**src/rtl/core/lts_pkg.sv**
```systemverilog
// Shared types, codes and scan functions of the token scanner.
`timescale 1ns / 1ps

package lts_pkg;

  // Token kinds on the result channel
  localparam logic [3:0] K_END       = 4'd0;
  localparam logic [3:0] K_INT       = 4'd1;
  localparam logic [3:0] K_DBL       = 4'd2;
  localparam logic [3:0] K_KW        = 4'd3;
  localparam logic [3:0] K_SYM       = 4'd4;
  localparam logic [3:0] K_STR       = 4'd5;
  localparam logic [3:0] K_CMT       = 4'd6;
  localparam logic [3:0] K_LPAREN    = 4'd7;
  localparam logic [3:0] K_RPAREN    = 4'd8;
  localparam logic [3:0] K_LBRACE    = 4'd9;
  localparam logic [3:0] K_RBRACE    = 4'd10;
  localparam logic [3:0] K_LBRACKET  = 4'd11;
  localparam logic [3:0] K_RBRACKET  = 4'd12;
  localparam logic [3:0] K_HASHBRACE = 4'd13;
  localparam logic [3:0] K_UNEXP     = 4'd14;

  // Scan modes
  localparam logic [3:0] M_IDLE    = 4'd0;
  localparam logic [3:0] M_INT     = 4'd1;
  localparam logic [3:0] M_DBL     = 4'd2;
  localparam logic [3:0] M_KW      = 4'd3;
  localparam logic [3:0] M_SYM     = 4'd4;
  localparam logic [3:0] M_SPECIAL = 4'd5;
  localparam logic [3:0] M_STR     = 4'd6;
  localparam logic [3:0] M_ESC     = 4'd7;
  localparam logic [3:0] M_CMT     = 4'd8;

  // Characters
  localparam logic [7:0] CH_NUL    = 8'h00;
  localparam logic [7:0] CH_TAB    = 8'h09;
  localparam logic [7:0] CH_LF     = 8'h0A;
  localparam logic [7:0] CH_SPACE  = 8'h20;
  localparam logic [7:0] CH_HASH   = 8'h23;
  localparam logic [7:0] CH_LBRACE = 8'h7B;
  localparam logic [7:0] CH_MINUS  = 8'h2D;
  localparam logic [7:0] CH_SLASH  = 8'h2F;
  localparam logic [7:0] CH_COLON  = 8'h3A;
  localparam logic [7:0] CH_QUOTE  = 8'h22;
  localparam logic [7:0] CH_BSLASH = 8'h5C;
  localparam logic [7:0] CH_DOT    = 8'h2E;
  localparam logic [7:0] CH_UNDER  = 8'h5F;
  localparam logic [7:0] CH_COMMA  = 8'h2C;

  // Results of one byte, and the queue that carries them
  localparam int MAX_ITEMS = 6;
  localparam int CNT_W     = $clog2(MAX_ITEMS + 1);
  localparam int QDEPTH    = 4;
  localparam int QAW       = $clog2(QDEPTH);
  localparam int QCNT_W    = $clog2(QDEPTH + 1);

  typedef struct packed {
    logic [3:0] kind;
    logic [7:0] ch;
    logic       has;
    logic       last;
  } item_t;

  typedef struct packed {
    item_t [MAX_ITEMS-1:0] items;
    logic  [CNT_W-1:0]     cnt;
  } bundle_t;

  typedef struct packed {
    logic [3:0] mode;
    logic [7:0] held_char;
    logic       held_valid;
  } scan_t;

  typedef struct packed {
    scan_t   st;
    bundle_t bun;
  } step_t;

  typedef struct packed {
    logic    push;
    bundle_t bun;
  } q_wr_t;

  typedef struct packed {
    logic full;
    logic nonempty;
  } q_stat_t;

  function automatic logic char_digit(logic [7:0] c);
    return c >= 8'h30 && c <= 8'h39;
  endfunction

  function automatic logic char_alpha(logic [7:0] c);
    return (c >= 8'h61 && c <= 8'h7A) || (c >= 8'h41 && c <= 8'h5A);
  endfunction

  function automatic logic char_blank(logic [7:0] c);
    return c == CH_SPACE || c == CH_TAB || c == CH_LF || c == CH_COMMA;
  endfunction

  function automatic logic is_word(logic [7:0] c);
    return char_alpha(c) || char_digit(c) || c == CH_MINUS || c == CH_UNDER;
  endfunction

  function automatic logic char_punct(logic [7:0] c);
    logic r;
    unique case (c)
      8'h21, 8'h23, 8'h24, 8'h25, 8'h26, 8'h3D, 8'h2D, 8'h5E,
      8'h7E, 8'h7C, 8'h2B, 8'h2A, 8'h2F, 8'h3F, 8'h3C, 8'h3E: r = 1'b1;
      default: r = 1'b0;
    endcase
    return r;
  endfunction

  function automatic logic [3:0] bracket_kind(logic [7:0] c);
    logic [3:0] k;
    unique case (c)
      8'h28:   k = K_LPAREN;
      8'h29:   k = K_RPAREN;
      8'h7B:   k = K_LBRACE;
      8'h7D:   k = K_RBRACE;
      8'h5B:   k = K_LBRACKET;
      8'h5D:   k = K_RBRACKET;
      default: k = K_END;
    endcase
    return k;
  endfunction

  function automatic step_t emit_text(step_t s, logic [3:0] k, logic [7:0] c);
    s.bun.items[s.bun.cnt] = '{kind: k, ch: c, has: 1'b1, last: 1'b0};
    s.bun.cnt = s.bun.cnt + 1'b1;
    return s;
  endfunction

  function automatic step_t emit_term(step_t s, logic [3:0] k);
    s.bun.items[s.bun.cnt] = '{kind: k, ch: CH_NUL, has: 1'b0, last: 1'b1};
    s.bun.cnt = s.bun.cnt + 1'b1;
    return s;
  endfunction

  // Byte between tokens, nothing held
  function automatic step_t scan_start(step_t s, logic [7:0] b);
    logic [3:0] k;
    k = bracket_kind(b);
    s.st.mode = M_IDLE;
    if (b == CH_NUL) begin
      s = emit_term(s, K_END);
    end else if (char_digit(b)) begin
      s.st.mode = M_INT;
      s = emit_text(s, K_INT, b);
    end else if (b == CH_COLON) begin
      s.st.mode = M_KW;
      s = emit_text(s, K_KW, b);
    end else if (char_alpha(b)) begin
      s.st.mode = M_SYM;
      s = emit_text(s, K_SYM, b);
    end else if (b == CH_HASH || b == CH_MINUS || b == CH_SLASH) begin
      s.st.held_char  = b;
      s.st.held_valid = 1'b1;
    end else if (k != K_END) begin
      s = emit_text(s, k, b);
      s = emit_term(s, k);
    end else if (b == CH_QUOTE) begin
      s.st.mode = M_STR;
    end else if (char_punct(b)) begin
      s.st.mode = M_SPECIAL;
      s = emit_text(s, K_SYM, b);
    end else if (!char_blank(b)) begin
      s = emit_term(s, K_UNEXP);
    end
    return s;
  endfunction

  // Byte inside the current token
  function automatic step_t scan_advance(step_t s, logic [7:0] b);
    unique case (s.st.mode)
      M_INT: begin
        if (char_digit(b)) begin
          s = emit_text(s, K_INT, b);
        end else if (b == CH_DOT) begin
          s.st.mode = M_DBL;
          s = emit_text(s, K_DBL, b);
        end else begin
          s = emit_term(s, K_INT);
          s = scan_start(s, b);
        end
      end
      M_DBL: begin
        if (char_digit(b)) begin
          s = emit_text(s, K_DBL, b);
        end else begin
          s = emit_term(s, K_DBL);
          s = scan_start(s, b);
        end
      end
      M_KW: begin
        if (is_word(b)) begin
          s = emit_text(s, K_KW, b);
        end else begin
          s = emit_term(s, K_KW);
          s = scan_start(s, b);
        end
      end
      M_SYM: begin
        if (is_word(b)) begin
          s = emit_text(s, K_SYM, b);
        end else begin
          s = emit_term(s, K_SYM);
          s = scan_start(s, b);
        end
      end
      M_SPECIAL: begin
        if (char_punct(b)) begin
          s = emit_text(s, K_SYM, b);
        end else begin
          s = emit_term(s, K_SYM);
          s = scan_start(s, b);
        end
      end
      M_STR: begin
        if (b == CH_QUOTE) begin
          s.st.mode = M_IDLE;
          s = emit_term(s, K_STR);
        end else if (b == CH_NUL) begin
          s = emit_term(s, K_STR);
          s = scan_start(s, b);
        end else begin
          if (b == CH_BSLASH) s.st.mode = M_ESC;
          s = emit_text(s, K_STR, b);
        end
      end
      M_ESC: begin
        if (b == CH_NUL) begin
          s = emit_term(s, K_STR);
          s = scan_start(s, b);
        end else begin
          s.st.mode = M_STR;
          s = emit_text(s, K_STR, b);
        end
      end
      M_CMT: begin
        if (b == CH_LF || b == CH_NUL) begin
          s = emit_term(s, K_CMT);
          s = scan_start(s, b);
        end else begin
          s = emit_text(s, K_CMT, b);
        end
      end
      default: s = scan_start(s, b);
    endcase
    return s;
  endfunction

  // Settle what the held byte starts, now that the next byte is known
  function automatic step_t scan_resolve(step_t s, logic [7:0] b);
    logic [7:0] h;
    h = s.st.held_char;
    s.st.held_valid = 1'b0;
    s.st.held_char  = CH_NUL;
    if (h == CH_HASH && b == CH_LBRACE) begin
      s.st.mode = M_IDLE;
      s = emit_text(s, K_HASHBRACE, h);
      s = emit_text(s, K_HASHBRACE, b);
      s = emit_term(s, K_HASHBRACE);
    end else if (h == CH_MINUS && char_digit(b)) begin
      s.st.mode = M_INT;
      s = emit_text(s, K_INT, h);
      s = emit_text(s, K_INT, b);
    end else if (h == CH_SLASH && b == CH_SLASH) begin
      s.st.mode = M_CMT;
    end else begin
      s.st.mode = M_SPECIAL;
      s = emit_text(s, K_SYM, h);
      s = scan_advance(s, b);
    end
    return s;
  endfunction

  function automatic step_t scan_step(scan_t st, logic [7:0] b);
    step_t s;
    s.st  = st;
    s.bun = '0;
    if (st.held_valid) s = scan_resolve(s, b);
    else               s = scan_advance(s, b);
    return s;
  endfunction

endpackage

```
**src/rtl/core/lts_front.sv**
```systemverilog
// Front end: accepts source bytes, classifies them and writes result bundles to the queue.
`timescale 1ns / 1ps

module lts_front
  import lts_pkg::*;
(
  input  logic        clk,
  input  logic        rst,
  input  logic        in_valid,
  output logic        in_stall,
  input  logic [7:0]  text_byte,
  input  q_stat_t     q_stat,
  output q_wr_t       q_wr
);

  scan_t st;
  step_t nxt;
  logic  accept;

  assign in_stall = q_stat.full;
  assign accept   = in_valid && !q_stat.full;
  assign nxt      = scan_step(st, text_byte);

  // Drop empty bundles (skipped whitespace, held lookahead byte)
  assign q_wr.push = accept && (nxt.bun.cnt != '0);
  assign q_wr.bun  = nxt.bun;

  always_ff @(posedge clk) begin
    if (rst) begin
      st <= '{mode: M_IDLE, held_char: CH_NUL, held_valid: 1'b0};
    end else if (accept) begin
      st <= nxt.st;
    end
  end

endmodule

```
**src/rtl/core/lts_queue.sv**
```systemverilog
// Short bundle queue between the front and back ends.
`timescale 1ns / 1ps

module lts_queue
  import lts_pkg::*;
(
  input  logic    clk,
  input  logic    rst,
  input  q_wr_t   q_wr,
  input  logic    pop,
  output bundle_t head,
  output q_stat_t q_stat
);

  bundle_t           entries [QDEPTH];
  logic [QAW-1:0]    wr_ptr;
  logic [QAW-1:0]    rd_ptr;
  logic [QCNT_W-1:0] count;
  logic              do_push;
  logic              do_pop;

  assign q_stat.full     = (count == QCNT_W'(QDEPTH));
  assign q_stat.nonempty = (count != '0);
  assign head            = entries[rd_ptr];
  assign do_push         = q_wr.push && !q_stat.full;
  assign do_pop          = pop && q_stat.nonempty;

  always_ff @(posedge clk) begin
    if (do_push) entries[wr_ptr] <= q_wr.bun;
  end

  always_ff @(posedge clk) begin
    if (rst) begin
      wr_ptr <= '0;
      rd_ptr <= '0;
      count  <= '0;
    end else begin
      if (do_push) wr_ptr <= wr_ptr + 1'b1;
      if (do_pop)  rd_ptr <= rd_ptr + 1'b1;
      if (do_push && !do_pop)      count <= count + 1'b1;
      else if (do_pop && !do_push) count <= count - 1'b1;
    end
  end

endmodule

```
**src/rtl/core/lts_back.sv**
```systemverilog
// Back end: walks each queued bundle, one item word per cycle unless stalled.
`timescale 1ns / 1ps

module lts_back
  import lts_pkg::*;
(
  input  logic       clk,
  input  logic       rst,
  input  bundle_t    head,
  input  q_stat_t    q_stat,
  output logic       pop,
  output logic       out_valid,
  input  logic       out_stall,
  output logic [3:0] token_kind,
  output logic [7:0] text_char,
  output logic       has_char,
  output logic       token_last
);

  logic [CNT_W-1:0] idx;
  logic             load;
  logic             at_end;
  item_t            cur;

  assign load   = q_stat.nonempty && (!out_valid || !out_stall);
  assign cur    = head.items[idx];
  assign at_end = (idx == head.cnt - 1'b1);
  assign pop    = load && at_end;

  always_ff @(posedge clk) begin
    if (rst) begin
      idx       <= '0;
      out_valid <= 1'b0;
    end else begin
      if (load) begin
        out_valid <= 1'b1;
        idx       <= at_end ? '0 : idx + 1'b1;
      end else if (!out_stall) begin
        out_valid <= 1'b0;
      end
    end
  end

  always_ff @(posedge clk) begin
    if (load) begin
      token_kind <= cur.kind;
      text_char  <= cur.ch;
      has_char   <= cur.has;
      token_last <= cur.last;
    end
  end

endmodule

```
**src/rtl/core/lisp_token_scanner_top.sv**
```systemverilog
// Top level of the streaming Lisp token scanner.
//
// Input channel: one source byte per word on text_byte, taken at an edge where
// in_valid is high and in_stall is low. A zero byte ends the text; bytes after
// it start a new text from the between-tokens state.
// Output channel: one word per token text byte (has_char set) followed by one
// terminator word (token_last set) whose token_kind is the final kind. Words
// are taken at an edge where out_valid is high and out_stall is low.
// Order: with an empty queue, the bundle caused by a byte is written to the queue at
// the edge that takes the byte, and the output register then loads its first word
// from the queue.
// Throughput: one byte per cycle into the front end while the queue has room;
// one output word per cycle from the back end while out_stall is low. A byte
// yields zero to four words, so bursts of brackets or token ends fill the
// 4-bundle queue and then in_stall rises until the back end catches up.
// Output stall: the output register holds its word; the queue absorbs further
// bundles and, once full, stalls the input.
// Reset (rst, synchronous): scan state returns to between tokens with no held
// byte, the queue empties and out_valid drops.
`timescale 1ns / 1ps

module lisp_token_scanner_top
  import lts_pkg::*;
(
  input  logic       clk,
  input  logic       rst,
  input  logic       in_valid,
  output logic       in_stall,
  input  logic [7:0] text_byte,
  output logic       out_valid,
  input  logic       out_stall,
  output logic [3:0] token_kind,
  output logic [7:0] text_char,
  output logic       has_char,
  output logic       token_last
);

  q_wr_t   q_wr;
  q_stat_t q_stat;
  bundle_t head;
  logic    pop;

  // Front end: classify each byte and write its result bundle
  lts_front u_front (
    .clk       (clk),
    .rst       (rst),
    .in_valid  (in_valid),
    .in_stall  (in_stall),
    .text_byte (text_byte),
    .q_stat    (q_stat),
    .q_wr      (q_wr)
  );

  // Decouple the two sides
  lts_queue u_queue (
    .clk    (clk),
    .rst    (rst),
    .q_wr   (q_wr),
    .pop    (pop),
    .head   (head),
    .q_stat (q_stat)
  );

  // Back end: serialize bundles onto the output channel
  lts_back u_back (
    .clk        (clk),
    .rst        (rst),
    .head       (head),
    .q_stat     (q_stat),
    .pop        (pop),
    .out_valid  (out_valid),
    .out_stall  (out_stall),
    .token_kind (token_kind),
    .text_char  (text_char),
    .has_char   (has_char),
    .token_last (token_last)
  );

endmodule

```
**config.mk**
```make
export PLATFORM = sky130hd
export DESIGN_NAME = lisp_token_scanner_top
export DESIGN_NICKNAME = d
export VERILOG_FILES = /design/src/rtl/core/lts_pkg.sv /design/src/rtl/core/lts_front.sv /design/src/rtl/core/lts_queue.sv /design/src/rtl/core/lts_back.sv /design/src/rtl/core/lisp_token_scanner_top.sv
export SDC_FILE = /design/constraint.sdc
export NUM_CORES = 1
export LEC_CHECK = 0
export BUFFER_PORTS_ARGS = -buffer_cell sky130_fd_sc_hd__buf_4
export CAP_MARGIN = 20
export CORE_ASPECT_RATIO = 0.7
export CORE_MARGIN = 10
export CORE_UTILIZATION = 45
export CTS_CLUSTER_SIZE = 25
export DETAILED_ROUTE_END_ITERATION = 10
export GPL_TIMING_DRIVEN = 0
export HOLD_SLACK_MARGIN = 0.08
export SLEW_MARGIN = 10
export SYNTH_ARGS = -nofsm -noshare
export SYNTH_HDL_FRONTEND = slang
export SYNTH_SLANG_ARGS = --single-unit
```
**constraint.sdc**
```tcl
create_clock -name clk -period 13.1 [get_ports clk]
set_clock_uncertainty 0.15 [all_clocks]
set_input_delay 1.31 -clock clk [delete_from_list [all_inputs] [get_ports clk]]
set_output_delay 1.31 -clock clk [all_outputs]
set_load 0.02 [all_outputs]
```
==> results of run 1 <==
==> final cells by class <==
cell class / instances / area share, %
multi-input cells: 514 / 32.3
inverters: 14 / 0.416
flip-flops and latches: 236 / 54.0
plain buffers: 46 / 1.58
repair buffers: 30 / 2.42
clock inverters: 8 / 0.624
well taps: 325 / 3.22
clock buffers: 35 / 5.40
==> layer usage <==
layer / GRT usage, % / wire (µm)
met5: 0 / 0
met4: 4.08 / 614
met3: 3.65 / 2480
met2: 25.1 / 11700
met1: 28.0 / 13800
==> synth_stat cells, types with 3 or more instances <==
library cell	count	area, µm²
a22o_1	7	61.3
a31oi_1	8	50.1
a21oi_1	40	200
o31ai_1	3	22.5
o31a_1	3	26.3
clkbuf_1	24	90.1
edfxtp_1	210	6310
o211ai_1	4	30.0
nor4b_1	3	26.3
nor4_1	7	43.8
a311o_1	3	30.0
a22oi_1	4	30.0
buf_1	10	37.5
a21boi_0	3	22.5
and3_1	9	56.3
nor3b_1	5	37.5
mux2i_1	13	130
ha_1	7	87.6
xnor2_1	6	52.6
mux4_2	54	1220
nor2b_1	18	113
and2_1	19	119
o21a_1	4	30.0
xor2_1	10	87.6
o21ai_1	3	15.0
inv_1	14	52.6
or2_2	6	37.5
nand2b_1	13	81.3
buf_2	10	50.1
o21ai_0	36	180
nand3_1	12	60.1
nand4_1	7	43.8
a211o_1	3	26.3
nor2_1	77	289
nor3_1	16	80.1
a31o_2	3	26.3
or3_1	4	25.0
dfxtp_1	26	521
nor4bb_1	4	40.0
a21o_1	4	30.0
nand2_1	43	161
==> final timing paths <==
| check | start | endpoint | slack (ns) | depth (start not counted) |
|---|---|---|---|---|
| hold / removal | u_front.st[5]$_SDFFE_PP0P_ | u_front.st[5]$_SDFFE_PP0P_ | 0.34 | 1 |
| setup reg to reg | flip-flop | u_queue.count[2]$_SDFFE_PP0P_ | 7.95 | 17 |
| hold reg to reg | u_front.st[5]$_SDFFE_PP0P_ | u_front.st[5]$_SDFFE_PP0P_ | 0.34 | 1 |
| setup / recovery | text_byte[6] | u_queue.count[2]$_SDFFE_PP0P_ | 7.64 | 14 |
==> cell usage in the layout (no fill, tap or decap), types with 5 or more instances in the layout <==
cell type    n
mux2i_1     13
nor3_1      16
or2_2        6
nor3b_1      5
a31oi_1      8
inv_1       14
mux4_2      54
nand2_1     43
dfxtp_1     26
and2_1      15
nor2b_1     18
buf_4       26
conb_1       8
xor2_1      10
a22o_1       7
ha_1         7
buf_1       10
nand3_1     12
and3_1       9
xnor2_1      6
clkbuf_16   24
nor2_1      77
buf_2       10
nand2b_1    13
nor4_1       7
nand4_1      7
edfxtp_1   210
o21ai_0     36
clkbuf_1    31
a21oi_1     39
==> registers in the layout, indices dropped and copies added (netlist names), named ones only <==
signal             flops
u_back.text_char       8
u_back.out_valid       1
u_back.has_char        1
u_front.st            13
u_queue.count          3
u_back.idx             3
u_back.token_kind      4
u_back.token_last      1
u_queue.entries      196
u_queue.wr_ptr         2
u_queue.rd_ptr         2
==> cell families (layout without fill, tap and decap cells) <==
family,after synthesis,count (layout),synth area share [%]
AND/OR/NAND/NOR,259,259,12.2
flip-flops,236,236,61.4
AO/OA/AOI/OAI,154,154,9.50
multiplexers,68,68,12.2
buffers and inverters,60,133,2.27
XOR/XNOR,16,16,1.26
adder cells (fa/ha/maj),9,9,1.06
other,1,8,0.0337
==> through the flow <==
| stage | std cells | util, % |
|---|---|---|
| after floorplan | 810 | - |
| after global placement | 1161 | 47.9 |
| after detailed placement | 1165 | 48.5 |
| after CTS | 1208 | 51.6 |
| after global routing | 1208 | 51.6 |
| final | 1208 | 51.6 |
==> power by group through the flow <==
stage | clock network, mW | registers (mW) | logic, mW
floorplan | 0 | 1.06 | 0.448
global placement | 0 | 1.03 | 0.685
detailed placement | 0 | 1.03 | 0.705
CTS | 0.676 | 1.01 | 0.709
global route | 0.706 | 1.02 | 0.768
finish | 0.660 | 1.01 | 0.703
==> out/metrics.csv, run 1 <==
metric,value,unit
status,"finished, final reports clean",
Static Leak,4.22,nW
multi-input logic area,4090,µm²
Crit Path Max Fanout,10,
Vias,7288,
FMAX,183,MHz
max-slew violations,0,
post-cts sizing count,0,
drt pass-1 iters,5,
relative slew slack,34.4,%
layout cells sized above 1,17.4,%
Min-Delay Path Class,flip-flop to flip-flop,
area grow syn2layout,13.7,%
Reg power frac,42.6,%
Crit path largest cell delay,0.80,ns
Avg Inst Size Synth,13.8,µm²
dpl cell area,11900,µm²
Die Area,31500,µm²
DR WL/cell,23.7,µm
crit path DAT,5.76,ns
post-route cell area,12600,µm²
Synth warnings,0,
Logic pwr share,29.6,%
WP buf/inv,3,
Routed Antenna Nets,0,
setup total negative slack,0,ns
"Req. time, crit path",13.40,ns
WS Path Type,primary input to flip-flop,
initial DRC count,894,
unrepaired setup endpoints after global routing,no,
CTS buffer count,24,
Seq. cell area,6830,µm²
sequential fraction of the synthesis area,61.4,%
Post-Syn Area,11100,µm²
P per Cell Area,188,nW/µm²
switch share,30.4,%
die height,152,µm
max cap viols,0,
initial core utilization,45.4,%
largest net degree at the start of global routing,50,
GPL Wtd Cong,0.998,
Worst path top cell family by delay,simple AND/OR/NAND/NOR gates,
CP max stage cell,nor4_1,
site row count,48,
grt ovf,0,
CTS tree,yes,
Psw,721,µW
crit start category,primary input,
Async SR Flop Fraction,0,%
Final setup viols,0,
Core Area,24500,µm²
hold_ws,0.338,ns
pre-CTS setup slack,7.35,ns
CP Cell Sequence,buf_4 > clkbuf_1 > nor4b_1 > nand3_1 > nor4_1 > nor2_1 > a31o_2 > a31oi_4 > ha_1 > inv_1 > fa_1 > xor2_1 > or3_1 > a21oi_1,
Clock transition at path regs,0.06,ns
Detailed Route WL,28600,µm
maximum VDD drop,0.000109,V
worst setup margin,7.64,ns
Clock power frac,27.8,%
Worst-Margin Slew,0.974,ns
synthesis-stage register bit count,236,
H-tree Lvls,1,
# DRC,0,
final hold vios,0,
clk_lat worst skew,0.53,ns
post-synthesis cell type count,80,
vias in the first global route,6916,
internal power,1.65,mW
first-pass GRT wire length,43700,µm
Post-DP HPWL,20000,µm
Bufs on Longest Clock Path,3,
io pins,28,
Pwr Total,2.38,mW
initial antenna violation count,0,
port buffer count,26,
ANT cells,0,
dominant synthesized flop cell,edfxtp_1,
Syn Inst Count,803,
post-CTS setup buffer count,0,
clk sinks,236,
fillers,2141,
hold buffers post-CTS,0,
Nets,886,
Die Wd,208,µm
Post-synth EDFFs,210,
clk root buf,clkbuf_16,
fin crit share,41.7,%
DR vias/cell,6.03,
Crit. End Element,flip-flop,
fin crit period,5.46,ns
total track usage,18.0,%
No activity file was read; power rests on OpenSTA's default activity.
==> run 2: changes to the inputs <==
Settings changed: ABC_AREA set to 1.
Clock period 13.1 ns to 4.9 ns, I/O delays scaled along.
==> run 2 against run 1 <==
Effect of this change:
- sequential power increased to 2.6 times the previous value
- critical endpoint unchanged
- critical path depth increased by 5
- power increased by 140%
- clock-buffer cell count decreased by 8
- sequential cell count unchanged
- combinational power increased by 120%
- clock power increased by 150%
- wire length increased by 23%
- register-to-register slack got worse by 7.5 ns
- highest routed layer unchanged
- non-clock buffer count increased by 6
- synthesized cell count increased by 42%
- largest cell class unchanged
==> out/metrics.csv, run 2 <==
metric,value,unit
status,"finished, final reports clean",
fin cells,1548,
Post-Syn Area,11300,µm²
max reg flops,196,
clk sinks,236,
Core Area,24600,µm²
Detailed Route WL,35200,µm
Bufs on Longest Clock Path,3,
Synth warnings,0,
Die Wd,209,µm
"count leader, synth",edfxtp_1,
post-synthesis cell type count,51,
Area contributors post-synth,"edfxtp_1 (56%), nor2_1 (6.1%), o21ai_0 (5.8%)",
internal power,3.93,mW
synthesis-stage register bit count,236,
switch share,32.4,%
CP most frequent cell,clkbuf_1,
# DRC,0,
layout cells sized above 1,10.5,%
area grow syn2layout,13.4,%
flop2flop setup slack,0.46,ns
Crit. End Element,flip-flop,
fin crit share,90.7,%
sequential fraction of the synthesis area,60.6,%
port buffer count,24,
largest net degree at the start of global routing,27,
post-placement cell count,1507,
Post-synth top cells,"edfxtp_1 (210), nor2_1 (183), nand2_1 (170)",
biggest regs,"u_queue.entries (196), u_front.st (13), u_back.text_char (8)",
"Req. time, crit path",5.13,ns
crit start category,flip-flop,
Crit path largest cell delay,0.44,ns
Clock power frac,28.2,%
first-pass GRT wire length,52800,µm
total track usage,21.4,%
die height,152,µm
Static Leak,4.83,nW
Psw,1.88,mW
Yosys top cell by area,edfxtp_1,
Post-synth EDFFs,210,
DR WL/cell,22.7,µm
final hold vios,0,
grt ovf,0,
max cap viols,0,
Pwr Total,5.81,mW
Nets,1228,
"most common cell after layout, fill and taps aside",edfxtp_1,
io pins,28,
vias in the first global route,8278,
ANT cells,0,
dominant synthesized flop cell,edfxtp_1,
site row count,48,
Synth top area share,56.0,%
CTS buffer count,23,
drt pass-1 iters,5,
Final setup viols,0,
P per Cell Area,455,nW/µm²
GPL Wtd Cong,0.977,
WS Path Type,flip-flop to flip-flop,
Worst-Margin Slew,0.984,ns
Vias,8987,
Clock transition at path regs,0.06,ns
relative slew slack,33.8,%
most frequent cells in the layout,"edfxtp_1 (210), nor2_1 (179), nand2_1 (170)",
max-slew violations,0,
Post-DP HPWL,25400,µm
Die Area,31800,µm²
initial DRC count,1144,
Crit Path Max Fanout,10,
clk root buf,clkbuf_16,
"Most flops, register",u_queue.entries,
Syn Inst Count,1143,
Routed Antenna Nets,0,
CTS tree,yes,
H-tree Lvls,1,
initial core utilization,45.7,%
DR vias/cell,5.81,
crit path DAT,4.68,ns
initial antenna violation count,0,
hold_ws,0.128,ns
CP max stage cell,clkinv_1,
Min-Delay Path Class,primary input to flip-flop,
Avg Inst Size Synth,9.85,µm²
CP Cell Sequence,clkbuf_1 > clkinv_1 > clkbuf_1 > clkbuf_1 > nand2_1 > a32o_1 > ha_1 > xor2_1 > xor2_1 > nand3b_1 > nor2_1 > inv_1 > ha_1 > inv_1 > fa_1 > a21oi_1 > o21ai_0 > o21ai_0 > a21oi_1,
Logic pwr share,26.1,%
maximum VDD drop,0.000303,V
clk_lat worst skew,0.52,ns
FMAX,225,MHz
fin crit period,4.44,ns
unrepaired setup endpoints after global routing,no,
Async SR Flop Fraction,0,%
Reg power frac,45.6,%
[run 2: changes by cell type after synthesis, moves of 21 or more]
cell,change
inv_2,+21
o21ai_0,+95
nor2_1,+106
nand3_1,+40
inv_1,+63
o221ai_1,+23
nand2_1,+127
o22ai_1,+26
mux4_2,-54
[run 2: layout make-up]
| class | instances | area [µm²] |
|---|---|---|
| buffer | 49 | 200 |
| timing repair buffer | 33 | 365 |
| multi-input combinational | 764 | 3910 |
| clock inverter | 13 | 86.3 |
| inverter | 101 | 382 |
| tap | 325 | 407 |
| sequential | 236 | 6830 |
| fill | 2279 | 11900 |
| clock buffer | 27 | 591 |
[run 2: power by group through the flow]
stage	logic (mW)	clock network (mW)	registers [mW]
floorplan	0.795	0	2.78
global placement	1.42	0	2.72
detailed placement	1.50	0	2.69
CTS	1.50	1.65	2.65
global route	1.65	1.76	2.67
finish	1.52	1.64	2.65
[run 2: metrics by stage]
stage	setup slack (ns)	instance area [µm²]	utilization, %	TNS, ns
5_1_grt	0.0747	12800	51.8	0
3_3_place_gp	-2.31	11900	48.2	-421.43
6_report	0.456	12800	51.8	0
4_1_cts	0.490	12800	51.8	0
3_5_place_dp	0.519	12100	49.0	0
2_1_floorplan	0.250	11300	-	0
[run 2: final timing paths]
check                                                     from  cells after the start                        endpoint
worst max-delay path                                 flip-flop                     19   u_queue.count[2]$_SDFFE_PP0P_
worst min-delay path                                 out_stall                      5   u_back.out_valid$_SDFFE_PP0P_
worst max register to register                       flip-flop                     19   u_queue.count[2]$_SDFFE_PP0P_
worst min register to register  u_queue.rd_ptr[1]$_SDFFE_PP0P_                      2  u_queue.rd_ptr[1]$_SDFFE_PP0P_
[run 2: cells by family after synthesis]
| logic type | after synthesis | share of synthesized area, % |
|---|---|---|
| other | 1 | 0.0333 |
| XOR/XNOR | 5 | 0.389 |
| AND/OR/NAND/NOR | 472 | 18.6 |
| flip-flops | 236 | 60.6 |
| AO/OA/AOI/OAI | 271 | 14.3 |
| buffers and inverters | 150 | 5.17 |
| adder cells (fa/ha/maj) | 8 | 0.956 |
[run 2: layer usage]
layer,wire [µm],GRT usage [%],part of all wire (%),up-vias
li1,-,-,-,4173
met1,16500,33.5,47,4340
met2,14300,29.3,41,441
met3,3910,5.22,11,33
met4,472,3.48,1.3,0
met5,0,0,0,-
[run 2: critical path, delay by kind of cell, from the launching register on]
| kind | cells | cell delay (ns) |
|---|---|---|
| buffers and inverters | 6 | 1.68 |
| adders and majority gates | 3 | 0.78 |
| and+or+nand+nor | 3 | 0.37 |
| AOI/OAI and AO/OA | 5 | 0.75 |
| xor gates and xnor gates | 2 | 0.30 |
| DFF | 1 | 0.31 |
[run 2: what timing repair did]
item | in CTS | in global routing
endpoints found under the hold margin | 1 | 0
resized for setup | 0 | 0
hold buffers | 1 | 0
buffers inserted | 0 | 0
==> run 3: changes to the inputs <==
Settings changed: CTS_BUF_LIST set to sky130_fd_sc_hd__clkbuf_2.
==> run 3 against run 2 <==
Effect of this change:
- hold slack gained 0.047 ns
- core utilization shrank 0.42 points
- sequential share of layout area grew 0.43 points
- clock-buffer cell count grew 53
- sequential power is essentially flat
- via count grew 2.1%
- power shrank 6.8%
- die area is the same
- final cell count grew 4.3%
- non-clock buffer count grew 8
- clock power shrank 24%
- critical endpoint unchanged
- highest routed layer unchanged
==> out/metrics.csv, run 3 (same netlist as run 2, synthesis figures left out) <==
metric,value,unit
status,"finished, final reports clean",
Seq. cell area,6830,µm²
hold depth,3,
multi-input logic area,3910,µm²
CTS buffer count,54,
crit start category,flip-flop,
GPL Wtd Cong,0.977,
Reg2Reg Depth,19,
Min-Delay Path Class,primary input to flip-flop,
pre-CTS setup slack,0.519,ns
reg2reg end,u_queue.count[2]$_SDFFE_PP0P_,
max reg flops,196,
drt pass-1 iters,6,
"Most flops, register",u_queue.entries,
initial antenna violation count,1,
"Req. time, crit path",5.54,ns
Die Wd,209,µm
post-cts sizing count,0,
Crit Path Max Fanout,10,
H-tree Lvls,2,
hold_ws,0.175,ns
fillers,2336,
largest net degree at the start of global routing,27,
most frequent cells in the layout,"edfxtp_1 (210), nor2_1 (179), nand2_1 (170)",
Core Area,24600,µm²
site row count,48,
final hold vios,0,
fin crit period,4.38,ns
# DRC,0,
Detailed Route WL,35400,µm
max-slew violations,0,
area grow syn2layout,12.5,%
Static Leak,4.91,nW
P per Cell Area,428,nW/µm²
FMAX,228,MHz
Routed Antenna Nets,0,
setup total negative slack,0,ns
fin cells,1614,
HP Start,text_byte[6],
Post-DP HPWL,25400,µm
unrepaired setup endpoints after global routing,no,
io pins,28,
vias in the first global route,8618,
initial core utilization,45.7,%
clk sinks,236,
flop2flop setup slack,0.52,ns
post-placement cell count,1507,
total track usage,21.8,%
Crit. End Element,flip-flop,
Vias,9176,
post-CTS setup buffer count,0,
fin crit share,89.4,%
CTS tree,yes,
initial DRC count,1117,
Final setup viols,0,
Bufs on Longest Clock Path,3,
Nets,1267,
post-route cell area,12700,µm²
Die Area,31800,µm²
maximum VDD drop,0.000314,V
first-pass GRT wire length,53500,µm
Worst-Margin Slew,1.02,ns
layout cells sized above 1,14.3,%
relative slew slack,30.8,%
dpl cell area,12100,µm²
Clock transition at path regs,0.12,ns
clk_lat worst skew,0.89,ns
biggest regs,"u_queue.entries (196), u_front.st (13), u_back.text_char (8)",
grt ovf,0,
crit path DAT,5.02,ns
max cap viols,0,
DR vias/cell,5.69,
worst setup margin,0.518,ns
port buffer count,24,
Worst Setup EP,u_queue.count[2]$_SDFFE_PP0P_,
"most common cell after layout, fill and taps aside",edfxtp_1,
DR WL/cell,22.0,µm
WS Path Type,flip-flop to flip-flop,
clk root buf,clkbuf_2,
die height,152,µm
run 3: cell types whose count changed in the layout (fill, tap and decap cells not counted):
cell,before,now
dlygate4sd3_1,1,9
diode_2,0,1
clkinv_1,10,16
clkinvlp_4,1,0
clkbuf_2,0,80
inv_2,21,22
clkbuf_16,23,0
inv_6,1,0
clkbuf_1,46,42
clkinv_2,2,1
run 3: stage by stage:
stage                     total power, mW  util (%)
after global placement               4.14      48.2
after floorplan                      3.57         -
after detailed placement             4.19      49.0
final                                5.42      51.4
after global routing                 5.72      51.4
after CTS                            5.43      51.4
run 3: how the worst min path moves through the flow:
stage / slack, ns / endpoint
finish: 0.18 / u_queue.entries[3][39]$_DFFE_PP_
global route: 0.09 / u_queue.entries[2][39]$_DFFE_PP_
CTS: 0.09 / u_queue.entries[1][8]$_DFFE_PP_
detailed placement: 0.31 / flip-flop
global placement: 0.30 / flip-flop
floorplan: 0.29 / flip-flop
run 3: routing by layer:
metal  global-route usage (%)  wire length, µm  share of wire [%]
met5                        0                0                  0
met4                     4.71              427                1.2
met3                     6.39             4300                 12
met2                     29.5            14300                 40
met1                     33.2            16400                 46
run 3: report_power, final:
part	switching (mW)	leakage, nW	internal, mW	total (mW)
clock network	0.761	0.377	0.487	1.25
logic	1.08	2.35	0.447	1.52
registers	0.0770	2.19	2.57	2.65
run 3: what timing repair did:
action / 4_1_cts / 5_1_grt
hold buffers: 9 / 0
endpoints found under the hold margin: 50 / 0
endpoints found under the setup margin: 0 / 0
run 3: critical path, cell delays in order (launching register included):
cell	delay (ns)
dfxtp_1	0.31
clkbuf_1	0.23
clkinv_1	0.28
clkbuf_1	0.42
clkbuf_1	0.48
nand2_1	0.12
a32o_1	0.31
ha_1	0.21
xor2_1	0.15
xor2_1	0.20
nand3b_1	0.14
nor2_1	0.08
inv_1	0.12
ha_1	0.15
inv_1	0.07
fa_1	0.43
a21oi_1	0.15
o21ai_0	0.12
o21ai_0	0.16
a21oi_1	0.06
run 3: cell type report:
cell class / count / area share [%]
sequential: 236 / 53.9
multi-input combinational: 764 / 30.8
timing repair buffer: 41 / 3.52
tap: 325 / 3.21
clock buffer: 80 / 3.16
inverter: 101 / 3.01
buffer: 49 / 1.58
clock inverter: 17 / 0.721
antenna: 1 / 0.0198
